$ cat config.mk
export PLATFORM = sky130hd
export DESIGN_NAME = flood_forward_dedup_filter
export DESIGN_NICKNAME = d
export VERILOG_FILES = /design/src/sv/ffdf_pkg.sv /design/src/sv/ffdf_cell.sv /design/src/sv/ffdf_history.sv /design/src/sv/flood_forward_dedup_filter.sv
export VERILOG_INCLUDE_DIRS = /design/src /design/src/sv
export SDC_FILE = /design/constraint.sdc
export NUM_CORES = 2
export LEC_CHECK = 0
export CORE_UTILIZATION = 45
export DETAILED_ROUTE_END_ITERATION = 10
export DONT_BUFFER_PORTS = 1
export GPL_TIMING_DRIVEN = 0
export PLACE_DENSITY = 0.69
export SETUP_SLACK_MARGIN = 0.15
export SLEW_MARGIN = 20
export SYNTH_ARGS = -nofsm -noshare
export SYNTH_HDL_FRONTEND = slang
export SYNTH_SLANG_ARGS = --single-unit
export TNS_END_PERCENT = 20
$ cat constraint.sdc
create_clock -name i_clk -period 11.8 [get_ports i_clk]
set_clock_uncertainty 0.05 [all_clocks]
set_input_delay 1.77 -clock i_clk [delete_from_list [all_inputs] [get_ports i_clk]]
set_output_delay 1.77 -clock i_clk [all_outputs]
set_load 0.01 [all_outputs]
$ cat src/sv/flood_forward_dedup_filter_macros.svh
// Assertion helpers shared by the filter modules.
`ifndef FLOOD_FORWARD_DEDUP_FILTER_MACROS_SVH
`define FLOOD_FORWARD_DEDUP_FILTER_MACROS_SVH

// Same-cycle implication, off while reset is asserted.
`define FFDF_ASSERT_NOW(label, clk, rst_n, ante, cons, msg) \
    label: assert property (@(posedge clk) disable iff (!(rst_n)) (ante) |-> (cons)) \
        else $error(msg);

// Next-cycle implication, off while reset is asserted.
`define FFDF_ASSERT_NEXT(label, clk, rst_n, ante, cons, msg) \
    label: assert property (@(posedge clk) disable iff (!(rst_n)) (ante) |=> (cons)) \
        else $error(msg);

`endif

$ cat src/sv/ffdf_pkg.sv
`default_nettype none

package ffdf_pkg;

    localparam int HISTORY_DEPTH = 20;

    localparam int ID_W    = 32;
    localparam int TTL_W   = 8;
    localparam int TAG_W   = 2;
    localparam int ACT_W   = 3;
    localparam int CFG_IDX_W = 2;
    localparam int CFG_DAT_W = 32;

    localparam logic [ID_W-1:0]  HIST_RESET_ID  = ID_W'(9999999);
    localparam logic [TTL_W-1:0] SEND_TTL       = TTL_W'(100);
    localparam logic [TTL_W-1:0] ROUTER_TTL_CAP = TTL_W'(10);

    // result actions
    localparam logic [ACT_W-1:0] ACT_DUP_DROP  = 3'd0;
    localparam logic [ACT_W-1:0] ACT_DELIVER   = 3'd1;
    localparam logic [ACT_W-1:0] ACT_FORWARD   = 3'd2;
    localparam logic [ACT_W-1:0] ACT_NOT_FWD   = 3'd3;
    localparam logic [ACT_W-1:0] ACT_TTL_EXPIRED = 3'd4;
    localparam logic [ACT_W-1:0] ACT_SEND      = 3'd5;

    // node roles
    localparam logic [1:0] NODE_SENSOR = 2'd0;
    localparam logic [1:0] NODE_ROUTER = 2'd1;
    localparam logic [1:0] NODE_IFACE  = 2'd2;

    // role tags carried in headers
    localparam logic [TAG_W-1:0] TAG_NONE   = 2'd0;
    localparam logic [TAG_W-1:0] TAG_SENSOR = 2'd1;
    localparam logic [TAG_W-1:0] TAG_ROUTER = 2'd2;

    // request kinds
    localparam logic REQ_RX   = 1'b0;
    localparam logic REQ_SEND = 1'b1;

    // configuration register indexes
    localparam logic [CFG_IDX_W-1:0] CFG_NODE_TYPE = 2'd0;
    localparam logic [CFG_IDX_W-1:0] CFG_HAS_MSG   = 2'd1;
    localparam logic [CFG_IDX_W-1:0] CFG_NODE_ID   = 2'd2;

    // one history slot as it moves down the chain
    typedef struct packed {
        logic            vld;
        logic [ID_W-1:0] id;
    } t_link;

    typedef logic [HISTORY_DEPTH-1:0] t_vld_vec;

endpackage

`default_nettype wire

$ cat src/sv/ffdf_cell.sv
`default_nettype none

// One history slot: loads its upstream neighbor on a push, compares against the key.
module ffdf_cell
    import ffdf_pkg::*;
(
    input  wire logic            i_clk,
    input  wire logic            i_rst_n,
    input  wire logic            i_shift,
    input  wire t_link           i_prev,
    input  wire logic [ID_W-1:0] i_key,
    output t_link                o_link,
    output logic                 o_hit
);

    t_link r_link;
    t_link n_link;

    always_comb begin
        n_link = r_link;
        if (i_shift) begin
            n_link = i_prev;
        end
    end

    always_ff @(posedge i_clk) begin
        if (!i_rst_n) begin
            r_link.vld <= 1'b0;
            r_link.id  <= HIST_RESET_ID;
        end else begin
            r_link <= n_link;
        end
    end

    // an empty slot never matches
    assign o_hit  = r_link.vld && (r_link.id == i_key);
    assign o_link = r_link;

endmodule

`default_nettype wire

$ cat src/sv/ffdf_history.sv
`default_nettype none

// Duplicate-id history as a shift chain of cells; head takes the newest id.
module ffdf_history
    import ffdf_pkg::*;
(
    input  wire logic            i_clk,
    input  wire logic            i_rst_n,
    input  wire logic            i_push,
    input  wire logic [ID_W-1:0] i_id,
    output logic                 o_hit
);

`include "flood_forward_dedup_filter_macros.svh"

    t_link    links [HISTORY_DEPTH+1];
    t_vld_vec hits;
    t_vld_vec vlds;

    assign links[0] = '{vld: 1'b1, id: i_id};

    for (genvar g = 0; g < HISTORY_DEPTH; g++) begin : g_cell
        ffdf_cell u_cell (
            .i_clk   (i_clk),
            .i_rst_n (i_rst_n),
            .i_shift (i_push),
            .i_prev  (links[g]),
            .i_key   (i_id),
            .o_link  (links[g+1]),
            .o_hit   (hits[g])
        );
        assign vlds[g] = links[g+1].vld;
    end

    assign o_hit = |hits;

    // newest id lands in the head cell
    `FFDF_ASSERT_NEXT(a_head_load, i_clk, i_rst_n, i_push, links[1].vld && (links[1].id == $past(i_id)), "history head not loaded")
    // filled cells are contiguous from the head
    `FFDF_ASSERT_NOW(a_fill_contig, i_clk, i_rst_n, 1'b1, (vlds & (vlds + 1'b1)) == '0, "history fill has a gap")

endmodule

`default_nettype wire

$ cat src/sv/flood_forward_dedup_filter.sv
`default_nettype none

// Flooding forwarder with duplicate suppression. Each input transaction is either a
// header received from the radio or a local send. Received headers are matched
// against the last 20 packet ids (a shift chain of cells, one comparator per cell,
// all matched in parallel) and then pushed into that history, duplicates included;
// local sends push without a match. A new header is delivered locally by an
// interface with a message unit, else forwarded when the sender was a sensor or both
// sender and node are routers, provided TTL > 1. Dropped results carry zero fields.
// Throughput is one transaction per cycle: the match plus the action decision fit in
// the cycle that takes the transaction, and an output register captures the result as
// that cycle ends. The input stalls only while that register holds a result not yet taken.
// Configuration writes (index 0 node type, 1 message unit present, 2 node id) are
// always accepted and are meant to happen while the block is idle; index 3 is ignored.
module flood_forward_dedup_filter
    import ffdf_pkg::*;
(
    input  wire logic                 i_clk,
    input  wire logic                 i_rst_n,

    input  wire logic                 i_cfg_valid,
    output logic                      o_cfg_ready,
    input  wire logic [CFG_IDX_W-1:0] i_cfg_index,
    input  wire logic [CFG_DAT_W-1:0] i_cfg_data,

    input  wire logic                 i_in_valid,
    output logic                      o_in_ready,
    input  wire logic                 i_req_type,
    input  wire logic [ID_W-1:0]      i_packet_id,
    input  wire logic [TTL_W-1:0]     i_in_ttl,
    input  wire logic [TAG_W-1:0]     i_sender_type,
    input  wire logic [ID_W-1:0]      i_src_addr,

    output logic                      o_out_valid,
    input  wire logic                 i_out_ready,
    output logic [ACT_W-1:0]          o_action,
    output logic [TTL_W-1:0]          o_out_ttl,
    output logic [TAG_W-1:0]          o_out_sender_type,
    output logic [ID_W-1:0]           o_out_source,
    output logic [ID_W-1:0]           o_out_packet_id
);

`include "flood_forward_dedup_filter_macros.svh"

    // configuration
    logic [1:0]       r_node_type;
    logic             r_has_msg;
    logic [ID_W-1:0]  r_node_id;

    // output register
    logic             r_out_valid;
    logic [ACT_W-1:0] r_action;
    logic [TTL_W-1:0] r_ttl;
    logic [TAG_W-1:0] r_tag;
    logic [ID_W-1:0]  r_source;
    logic [ID_W-1:0]  r_pkt_id;

    logic             n_out_valid;
    logic [ACT_W-1:0] n_action;
    logic [TTL_W-1:0] n_ttl;
    logic [TAG_W-1:0] n_tag;
    logic [ID_W-1:0]  n_source;
    logic [ID_W-1:0]  n_pkt_id;

    logic             in_accept;
    logic             cfg_accept;
    logic             dup_hit;
    logic [TAG_W-1:0] own_tag;
    logic [TTL_W-1:0] ttl_dec;
    logic [TTL_W-1:0] fwd_ttl;
    logic             fwd_ok;

    assign o_cfg_ready = 1'b1;
    assign cfg_accept  = i_cfg_valid && o_cfg_ready;

    // output register frees up in the same cycle it is drained
    assign o_in_ready = !r_out_valid || i_out_ready;
    assign in_accept  = i_in_valid && o_in_ready;

    // history is matched before this transaction's push lands
    ffdf_history u_history (
        .i_clk   (i_clk),
        .i_rst_n (i_rst_n),
        .i_push  (in_accept),
        .i_id    (i_packet_id),
        .o_hit   (dup_hit)
    );

    always_comb begin
        unique case (r_node_type)
            NODE_SENSOR: own_tag = TAG_SENSOR;
            NODE_ROUTER: own_tag = TAG_ROUTER;
            default:     own_tag = TAG_NONE;
        endcase
    end

    assign ttl_dec = i_in_ttl - 1'b1;

    always_comb begin
        unique case (r_node_type)
            NODE_SENSOR: fwd_ttl = ttl_dec;
            NODE_ROUTER: fwd_ttl = (ttl_dec > ROUTER_TTL_CAP) ? ROUTER_TTL_CAP : ttl_dec;
            default:     fwd_ttl = i_in_ttl;
        endcase
    end

    // sensor traffic always floods; router traffic only between routers
    assign fwd_ok = (i_sender_type == TAG_SENSOR)
                 || ((i_sender_type == TAG_ROUTER) && (r_node_type == NODE_ROUTER));

    always_comb begin
        n_action = ACT_DUP_DROP;
        n_ttl    = '0;
        n_tag    = TAG_NONE;
        n_source = '0;
        n_pkt_id = '0;
        priority if (i_req_type == REQ_SEND) begin
            n_action = ACT_SEND;
            n_ttl    = SEND_TTL;
            n_tag    = own_tag;
            n_source = r_node_id;
            n_pkt_id = i_packet_id;
        end else if (dup_hit) begin
            n_action = ACT_DUP_DROP;
        end else if (r_has_msg && (r_node_type == NODE_IFACE)) begin
            n_action = ACT_DELIVER;
            n_ttl    = i_in_ttl;
            n_source = i_src_addr;
            n_pkt_id = i_packet_id;
        end else if (fwd_ok) begin
            if (i_in_ttl > TTL_W'(1)) begin
                n_action = ACT_FORWARD;
                n_ttl    = fwd_ttl;
                n_tag    = own_tag;
                n_source = i_src_addr;
                n_pkt_id = i_packet_id;
            end else begin
                n_action = ACT_TTL_EXPIRED;
            end
        end else begin
            n_action = ACT_NOT_FWD;
        end
    end

    always_comb begin
        n_out_valid = r_out_valid;
        if (in_accept) begin
            n_out_valid = 1'b1;
        end else if (i_out_ready) begin
            n_out_valid = 1'b0;
        end
    end

    always_ff @(posedge i_clk) begin
        if (!i_rst_n) begin
            r_out_valid <= 1'b0;
            r_node_type <= NODE_SENSOR;
            r_has_msg   <= 1'b0;
            r_node_id   <= '0;
        end else begin
            r_out_valid <= n_out_valid;
            if (cfg_accept) begin
                unique case (i_cfg_index)
                    CFG_NODE_TYPE: r_node_type <= i_cfg_data[1:0];
                    CFG_HAS_MSG:   r_has_msg   <= i_cfg_data[0];
                    CFG_NODE_ID:   r_node_id   <= i_cfg_data[ID_W-1:0];
                    default: begin
                    end
                endcase
            end
        end
    end

    always_ff @(posedge i_clk) begin
        if (in_accept) begin
            r_action <= n_action;
            r_ttl    <= n_ttl;
            r_tag    <= n_tag;
            r_source <= n_source;
            r_pkt_id <= n_pkt_id;
        end
    end

    assign o_out_valid       = r_out_valid;
    assign o_action          = r_action;
    assign o_out_ttl         = r_ttl;
    assign o_out_sender_type = r_tag;
    assign o_out_source      = r_source;
    assign o_out_packet_id   = r_pkt_id;

    // every accepted transaction produces a result
    `FFDF_ASSERT_NEXT(a_accept_fills, i_clk, i_rst_n, in_accept, r_out_valid, "accepted transaction left no result")
    // drops carry empty header fields
    `FFDF_ASSERT_NOW(a_drop_zero, i_clk, i_rst_n, r_out_valid && ((r_action == ACT_DUP_DROP) || (r_action == ACT_NOT_FWD) || (r_action == ACT_TTL_EXPIRED)), (r_ttl == '0) && (r_tag == TAG_NONE) && (r_source == '0) && (r_pkt_id == '0), "drop result has nonzero fields")
    // router forwards stay within the cap and never carry a dead TTL
    `FFDF_ASSERT_NOW(a_router_cap, i_clk, i_rst_n, r_out_valid && (r_action == ACT_FORWARD) && (r_tag == TAG_ROUTER), (r_ttl <= ROUTER_TTL_CAP) && (r_ttl != '0), "router forward TTL out of range")

endmodule

`default_nettype wire

==> impl_metrics.env <==
export IMPL_nets=4587
export IMPL_antenna_found_initial=0
export IMPL_cts_buffers_inserted=83
export IMPL_synthMuxAreaShare_pct=0.08119
export IMPL_ys_async_sr_fraction_pct=0
export IMPL_nFillCells=7713
export IMPL_path_class="input port to register"
export IMPL_switchingPower_mw=1.782
export IMPL_synth_ff_type="dfxtp_1"
export IMPL_layout_cells_non_filler=5600
export IMPL_die_w_um=288.7
export IMPL_leakagePower_nw=15.69
export IMPL_reg2reg_slack_ns=7.98
export IMPL_reg2reg_depth=7
export IMPL_pwr_share_comb_pct=11.5
export IMPL_synth_compound_area_share_pct=11.67
export IMPL_multiInputGateArea_um2=18760
export IMPL_finalWirelength_um=139500
export IMPL_numPortBuffers=0
export IMPL_crit_fanout=10
export IMPL_clkSinkCount=773
export IMPL_vias_per_cell=5.762
export IMPL_synth_seq_cells=773
export IMPL_synth_top_family_by_area="simple AND/OR/NAND/NOR gates"
export IMPL_worstMarginPinSlew_ns=1.102
export IMPL_holdCritPathClass="register to register"
export IMPL_post_cts_buffers=0
export IMPL_pwr_density_cell_nw_per_um2=155.2
export IMPL_die_height_um=288.7
export IMPL_first_pass_iters=6
export IMPL_grt_max_degree=56
export IMPL_clk_path_buf_depth=3
export IMPL_start_util_pct=45.70
export IMPL_ant_nets=0
export IMPL_final_common_cell="nand2_1"
export IMPL_hold_violations=0
export IMPL_synthesis_nets=4501
export IMPL_netlist_instances=4384
export IMPL_dieArea_um2=83340
export IMPL_fmax_ghz=0.1938
export IMPL_placed_cells=5445
export IMPL_vias=32270
export IMPL_grt_pass1_wl_um=198600
export IMPL_seqPwrFrac_pct=44.8
export IMPL_worstSetupEndpointType="register"
export IMPL_grt_setup_unrepaired="no"
export IMPL_ios=194
export IMPL_route_detailed_drc=0
export IMPL_top_usage_layer="met2"
export IMPL_core_area_um2=80940
export IMPL_mostFrequentLayoutCells="nand2_1 (1519), dfxtp_1 (696), xor2_1 (422)"
export IMPL_avgSynthCellArea_um2=8.437
export IMPL_grtUsageMet1_pct=43.38
export IMPL_finalCriticalPeriod_ns=5.161
export IMPL_worstPathArrival_ns=5.51
export IMPL_gp_congestion=0.9644
export IMPL_holdWs_ns=0.4185
export IMPL_yosys_area_share_simple_pct=23.73
export IMPL_status="completed"
export IMPL_grtUsageTotal_pct=32.52
export IMPL_setup_tns_ns=0
export IMPL_synth_xor_area_share_pct=15.13
export IMPL_startpoint_type="input port"
export IMPL_drv_cap=0
export IMPL_final_core_utilization_pct=50.99
export IMPL_cts_clk_slew_worst_paths_ns=0.06
export IMPL_syn_area_um2=36990
export IMPL_yosysSeqAreaShare_pct=43.92
export IMPL_p_sw_share_pct=27.82
export IMPL_ir_drop_uv=97.52
export IMPL_areaGrowthSynthToFinish_pct=11.58
export IMPL_grt_overflow_total=0
export IMPL_slew_headroom_pct=25.98
export IMPL_cts_repair_resized=0
export IMPL_avgRoutedWirePerCell_um=24.91
export IMPL_fp_row_count=104
export IMPL_met3_usage_pct=7.757
export IMPL_p_int_mw=4.625
export IMPL_h_tree_depth=3
export IMPL_yosys_warnings=0
export IMPL_seq_area_um2=16250
export IMPL_required_ns=12.15
export IMPL_finalCritPeriodShare_pct=43.74
export IMPL_setup_viol=0
export IMPL_cts_root_buf="clkbuf_16"
export IMPL_holdBufCountCts=0
export IMPL_grt_pass1_vias=29630
export IMPL_use_met2_pct=48.93
export IMPL_synthAdderAreaFrac_pct=0.1015
export IMPL_clk_latency_ns=0.65
export IMPL_drv_slew=0
export IMPL_hold_path_depth=2
export IMPL_drive_gt1_share_pct=7.291
export IMPL_n_antenna_cell=0
export IMPL_cts_tree="yes"
export IMPL_synth_distinct_cells=54
export IMPL_dp_hpwl_um=99160
export IMPL_synth_enable_flop_cells=77
export IMPL_drt_iter0_markers=4199
export IMPL_clkPwrFrac_pct=43.8
==> through the flow <==
| step | area [um^2] | total power [mW] | setup slack [ns] |
|---|---|---|---|
| floorplan | 36990 | 3.372 | 6.310 |
| global placement | 38310 | 3.617 | 4.035 |
| detailed placement | 38340 | 3.624 | 6.326 |
| CTS | 41270 | 6.375 | 7.003 |
| global route | 41270 | 6.566 | 6.757 |
| finish | 41270 | 6.407 | 6.639 |
==> area by class of cell <==
class,instances,area share [%]
clock buffer,120,6.006
multi-input combinational,3235,45.47
sequential,773,39.37
timing repair buffer,1,0.06670
tap,1060,3.214
clock inverter,35,1.079
buffer,363,4.681
inverter,13,0.1182
==> Yosys cell counts, types with 33 or more instances <==
library cell / n / area share, %
a21boi_0: 413 / 8.4
edfxtp_1: 77 / 6.3
nor3_1: 33 / 0.45
xnor2_1: 217 / 5.1
o41ai_2: 35 / 1.5
nand2_1: 1519 / 15
xor2_1: 422 / 10
nor4_1: 104 / 1.8
nand3_1: 307 / 4.2
nand4_1: 69 / 1.2
buf_4: 36 / 0.73
clkbuf_1: 241 / 2.4
dfxtp_1: 696 / 38
buf_6: 53 / 1.6
==> power groups by stage <==
stage | Sequential [mW] | Combinational, mW | Clock, mW
global placement | 2.92 | 0.696 | 0
finish | 2.87 | 0.735 | 2.80
global route | 2.88 | 0.775 | 2.92
CTS | 2.86 | 0.710 | 2.80
floorplan | 2.89 | 0.483 | 0
detailed placement | 2.92 | 0.704 | 0
==> worst paths after layout <==
| path | from | to |
|---|---|---|
| worst max-delay path | i_packet_id[4] | o_out_packet_id[26] |
| worst min-delay path | r_node_id[0] | r_node_id[0] |
| worst max register to register | o_out_valid | o_out_packet_id[9] |
| worst min register to register | r_node_id[0] | r_node_id[0] |
==> layer usage <==
metal	part of all wire [%]	up-vias
met4	5.5	0
li1	-	14590
met5	0	-
met3	11	375
met2	43	1871
met1	40	15430
==> logic make-up (layout without fill, tap and decap cells) <==
| group | count (synthesis) | count (layout) |
|---|---|---|
| DFF | 773 | 773 |
| xor gates and xnor gates | 639 | 639 |
| AOI/OAI and AO/OA | 519 | 519 |
| buffers and inverters | 376 | 532 |
| other | 1 | 1 |
| muxes | 3 | 3 |
| adders and majority gates | 3 | 3 |
| and+or+nand+nor | 2070 | 2070 |
==> state kept, by name, indices dropped and copies added, names as in the netlist <==
| register | count |
|---|---|
| o_out_packet_id | 32 |
| u_history.g_cell.u_cell.o_link | 660 |
| r_has_msg | 1 |
| o_out_valid | 1 |
| r_node_type | 2 |
| o_out_ttl | 8 |
| o_out_sender_type | 2 |
| o_out_source | 32 |
| o_action | 3 |
| r_node_id | 32 |
==> critical path, stage by stage <==
cell	delay, ns
buf_2	0.39
buf_6	0.36
buf_6	0.31
xor2_1	0.11
nor4_1	0.43
nand4_1	0.24
nor3_1	0.94
nor4_2	0.07
nand4_2	0.31
buf_6	0.24
buf_6	0.19
o31ai_2	0.10
Power figures use the tool's default switching activity.
